## src/rtl/ftd_pkg.sv

```systemverilog
// ftd_pkg: shared types, constants and helper functions for the float to decimal text block
// used by ftd_front, ftd_back and float_to_decimal_text_top; no dependencies
package ftd_pkg;

  localparam int QDEPTH = 2;
  localparam int QPTR_W = $clog2(QDEPTH);
  localparam int QCNT_W = $clog2(QDEPTH + 1);
  localparam int NUM_DIGITS = 10;

  localparam logic [7:0]  EXP_MAX   = 8'hff;
  localparam logic [7:0]  EXP_PIVOT = 8'd158;
  localparam logic [31:0] M_TOP     = 32'h8000_0000;
  localparam logic [31:0] M_LOW     = 32'h1900_0000;
  localparam logic [31:0] RECIP10   = 32'hcccc_cccd;
  localparam logic [5:0]  PREC_RST  = 6'd6;
  localparam logic [5:0]  MAX_SIG   = 6'd9;

  localparam logic [6:0] CH_0     = 7'h30;
  localparam logic [6:0] CH_DOT   = 7'h2e;
  localparam logic [6:0] CH_MINUS = 7'h2d;
  localparam logic [6:0] CH_E     = 7'h65;
  localparam logic [6:0] CH_I     = 7'h49;
  localparam logic [6:0] CH_N_LO  = 7'h6e;
  localparam logic [6:0] CH_F     = 7'h66;
  localparam logic [6:0] CH_N_UP  = 7'h4e;
  localparam logic [6:0] CH_A     = 7'h61;

  typedef logic [3:0] digit_t;

  typedef enum logic [1:0] {K_ZERO, K_INF, K_NAN, K_NORM} kind_t;

  typedef struct packed {
    logic        sign;
    kind_t       kind;
    logic [7:0]  ex;
    logic [22:0] mant;
  } item_t;

  typedef struct packed {
    logic  valid;
    item_t item;
  } qhead_t;

  typedef enum logic [4:0] {
    S_IDLE, S_SIGN, S_SPEC, S_SCALE, S_DIV, S_DIGIT, S_NORM, S_ROUND, S_TRIM,
    S_PDIG, S_PDOT, S_PZERO, S_LZ0, S_LDOT, S_LZ1, S_FDIG,
    S_XD0, S_XDOT, S_XE, S_XM, S_XT, S_XO
  } state_t;

  function automatic logic [6:0] spec_char(kind_t k, logic [1:0] idx);
    logic [6:0] c;
    c = CH_0;
    case (k)
      K_INF: begin
        case (idx)
          2'd0:    c = CH_I;
          2'd1:    c = CH_N_LO;
          default: c = CH_F;
        endcase
      end
      K_NAN: begin
        case (idx)
          2'd1:    c = CH_A;
          default: c = CH_N_UP;
        endcase
      end
      default: c = CH_0;
    endcase
    return c;
  endfunction

  function automatic digit_t tens_of(logic [6:0] v);
    digit_t t;
    t = 4'd0;
    for (int k = 1; k < 10; k++) begin
      if (v >= 7'(k * 10)) t = 4'(k);
    end
    return t;
  endfunction

endpackage

```

## src/rtl/ftd_front.sv

```systemverilog
// ftd_front: accepts float words, classifies them and holds them in a short queue
// depends on ftd_pkg
module ftd_front import ftd_pkg::*; (
  input  logic              clk,
  input  logic              rst,
  input  logic              item_valid,
  output logic              item_stall,
  input  logic [31:0]       float_bits,
  input  logic              pop,
  output qhead_t            head,
  output logic [QCNT_W-1:0] fill
);

  item_t             qmem [QDEPTH];
  logic [QPTR_W-1:0] wp, rp;
  item_t             cls;
  logic              push, take;
  logic [7:0]        ex;
  logic [22:0]       mant;
  logic              is_nan, is_zero;

  always_comb begin
    ex       = float_bits[30:23];
    mant     = float_bits[22:0];
    is_nan   = (ex == EXP_MAX) && (mant != 23'd0);
    is_zero  = (ex == 8'd0) && (mant == 23'd0);
    cls.sign = float_bits[31] && !is_nan && !is_zero;
    cls.ex   = ex;
    cls.mant = mant;
    if (ex == 8'd0) begin
      cls.kind = K_ZERO;
    end else if (ex == EXP_MAX) begin
      cls.kind = (mant == 23'd0) ? K_INF : K_NAN;
    end else begin
      cls.kind = K_NORM;
    end
  end

  assign item_stall = (fill == QCNT_W'(QDEPTH));
  assign push       = item_valid && !item_stall;
  assign head.valid = (fill != '0);
  assign head.item  = qmem[rp];
  assign take       = pop && head.valid;

  always_ff @(posedge clk) begin
    if (push) qmem[wp] <= cls;
  end

  always_ff @(posedge clk) begin
    if (rst) begin
      wp   <= '0;
      rp   <= '0;
      fill <= '0;
    end else begin
      if (push) wp <= wp + 1'b1;
      if (take) rp <= rp + 1'b1;
      fill <= fill + QCNT_W'(push) - QCNT_W'(take);
    end
  end

endmodule

```

## config.mk

```make
export PLATFORM = sky130hd
export DESIGN_NAME = ftd_front
export DESIGN_NICKNAME = d
export VERILOG_FILES = /design/src/rtl/ftd_pkg.sv /design/src/rtl/ftd_front.sv
export SDC_FILE = /design/constraint.sdc
export NUM_CORES = 1
export LEC_CHECK = 0
export ABC_AREA = 1
export BUFFER_PORTS_ARGS = -buffer_cell sky130_fd_sc_hd__buf_2
export CORE_MARGIN = 5
export CORE_UTILIZATION = 40
export CTS_CLUSTER_SIZE = 30
export DETAILED_ROUTE_END_ITERATION = 10
export PLACE_DENSITY = 0.65
export SLEW_MARGIN = 20
export SYNTH_ARGS = -nofsm -noshare
export SYNTH_HDL_FRONTEND = slang
export SYNTH_SLANG_ARGS = --single-unit
```

## constraint.sdc

```tcl
create_clock -name clk -period 2.4 [get_ports clk]
set_input_delay 0.36 -clock clk [delete_from_list [all_inputs] [get_ports clk]]
set_output_delay 0.36 -clock clk [all_outputs]
set_load 0.005 [all_outputs]
```

==> flow_metrics.py <==
metrics = {
    "timing": {
        "slew_viol_final": 0,
        "finalHoldViolCount": 0,
        "finClkSkew_ns": 0.0120,
        "setup_viol": 0,
        "finalCriticalPeriod_ns": 1.96,
        "fin_tns_setup_ns": 0,
        "rsz0062_at_grt": "no",
        "timing.fmax_mhz": 509,
        "hold_ws_ns": 0.219,
        "slew_headroom_pct": 63.5,
        "finalCritPeriodShare_pct": 81.8,
        "tightestPinTransition_ns": 0.547,
    },
    "drt": {
        "vias": 1636,
        "vias_per_cell": 4.53,
        "wl_um": 5200,
        "first_pass_iters": 4,
        "drt_iter0_drc": 41,
        "drc": 0,
        "post_drt_wl_per_cell_um": 14.4,
        "postRouteAntennaNets": 0,
    },
    "yosys": {
        "syn_area_per_cell_um2": 17.1,
        "synth_warnings": 0,
        "syn_area_mm2": 0.00298,
        "synthCells": 174,
        "ys_types": 20,
        "synth-seq-cells": 73,
        "synth-seq-area-share_pct": 72.0,
        "syn_nets": 212,
    },
    "clocking": {
        "cts_setup_buffers": 0,
        "tritoncts": "done",
        "clk_path_buf_depth": 2,
        "numCtsBuffers": 9,
        "hold_buffers": 0,
        "cts_root_buf": "clkbuf_8",
        "cts_sinks": 73,
        "cts_max_level": 3,
        "insertion_delay_ns": 0.34,
        "cts_resized": 0,
        "path_clk_slew_ns": 0.08,
    },
    "floorplanning": {
        "die-height_um": 96.2,
        "fp.dieW_um": 96.2,
        "die_area_mm2": 0.00926,
        "start_util_pct": 41.0,
        "fp-row-count": 31,
        "ios": 74,
        "core_area_mm2": 0.00725,
    },
    "pwr": {
        "ir_drop_mv": 0.475,
        "pwr_density_cell_mw_per_mm2": 986,
        "total_power_w": 0.00367,
        "leakage_nw": 1.46,
    },
    "layout": {
        "final_cell_mix": "buf_2 (73), edfxtp_1 (68), mux2_4 (30)",
        "syn2layout_area_growth_pct": 25.1,
        "layout.cells.non_filler": 361,
        "drive_above_1_share_pct": 50.8,
        "diodes": 0,
        "num-nets-final": 295,
        "layout_commonest_cell": "buf_2",
    },
    "grt": {
        "grt_pass1_wl_um": 7980,
        "grt-ovfl-total": 0,
        "grt_pass1_vias": 1648,
        "grt_max_degree": 28,
        "antenna_found_initial": 0,
        "track_usage_pct": 12.2,
    },
    "min_path": {
        "min_from": "float_bits[15]",
        "whs_endpoint": "qmem[1][15]",
        "hp-class": "primary input to flip-flop",
        "holdPathStages": 1,
    },
    "setup_path": {
        "required_ns": 2.04,
        "r2r_end": "fill[1]",
        "reg2reg_from": "fill[1]",
        "worst-r2r-cell-count": 8,
        "crit_arrival_ns": 1.60,
        "critPathLaunchType": "flip-flop",
        "r2r_slack_ns": 0.73,
        "crit_path_end_kind": "output pin",
        "crit_fanout": 27,
        "crit_type": "flip-flop to output pin",
    },
    "place": {
        "place_congestion": 0.667,
        "port_buffers": 73,
        "dp_hpwl_um": 3660,
        "dp_cells": 345,
    },
    "run": {
        "max_cap_violations": 0,
    },
    "outcome": {
        "status": "finished clean",
    },
}
[logic make-up (layout without fill, tap and decap cells)]
kind of cell    Yosys count  count (layout)  share of synthesized area [%]
xor+xnor                  1               1                          0.294
flops                    73              73                           72.0
mux                      34              34                           16.7
simple gates             48              48                           7.11
buf+inv                  12             100                           2.31
compound gates            4               4                          0.799
fa+ha+maj                 2               2                          0.841
[how the worst max path moves through the flow]
stage                       to  slack (ns)  cells past startpoint
finish                head[17]        0.44                      3
global route           head[7]        0.34                      3
CTS                    head[7]        0.39                      3
detailed placement     fill[1]        0.71                      9
global placement       head[7]        0.78                      3
floorplan           qmem[0][0]        0.02                      2
[flip-flops by register name, summed over array words and instances, names as in the netlist, named ones only]
name,cells
fill,2
wp,1
rp,1
qmem,68
[metal layers]
layer  share of wire [%]  track usage, %  wire, um
met1                  41            13.7      2120
met2                  49            20.2      2550
met3                 7.4            3.75       387
met4                 2.6            7.46       133
met5                   0               0         0
[cell type report]
class	count	area, um2
clock buffer	9	124
multi-input combinational	89	779
sequential	73	2140
timing repair buffer	76	425
inverter	8	30.0
fill	649	3530
clock inverter	7	95.1
tap	99	124
[per-stage QoR]
| step | setup slack [ns] | util, % | cell area [um2] |
|---|---|---|---|
| 6_report | 0.436 | 51.3 | 3720 |
| 2_1_floorplan | 0.0165 | - | 2980 |
| 3_3_place_gp | 0.782 | 48.3 | 3500 |
| 4_1_cts | 0.393 | 51.3 | 3720 |
| 3_5_place_dp | 0.705 | 48.3 | 3500 |
| 5_1_grt | 0.342 | 51.3 | 3720 |
[where the power goes]
group | total (W) | switching (W) | internal (W)
Combinational | 0.000942 | 0.000419 | 0.000523
Clock | 0.00104 | 0.000454 | 0.000585
Sequential | 0.00169 | 0.0000753 | 0.00161
Total | 0.00367 | 0.000948 | 0.00272
[cells in the mapped netlist (all sizes together)]
cell	instances	share of area, %
a21oi	3	0.50
buf	4	1.3
dfxtp	5	3.4
edfxtp	68	69
ha	2	0.84
inv	8	1.0
mux2	34	17
nand2	12	1.6
nand3	1	0.17
nand4	3	0.63
nor2	28	3.5
nor3b	2	0.67
o21ai	1	0.29
or2	2	0.50
xnor2	1	0.29
[worst max-delay path, cell delays in order (launching register included)]
cell and delay, ns:
dfxtp_2 0.50, buf_12 0.27, mux2_2 0.36, buf_2 0.13
Note: power is estimated with default switching activity, not from simulation.
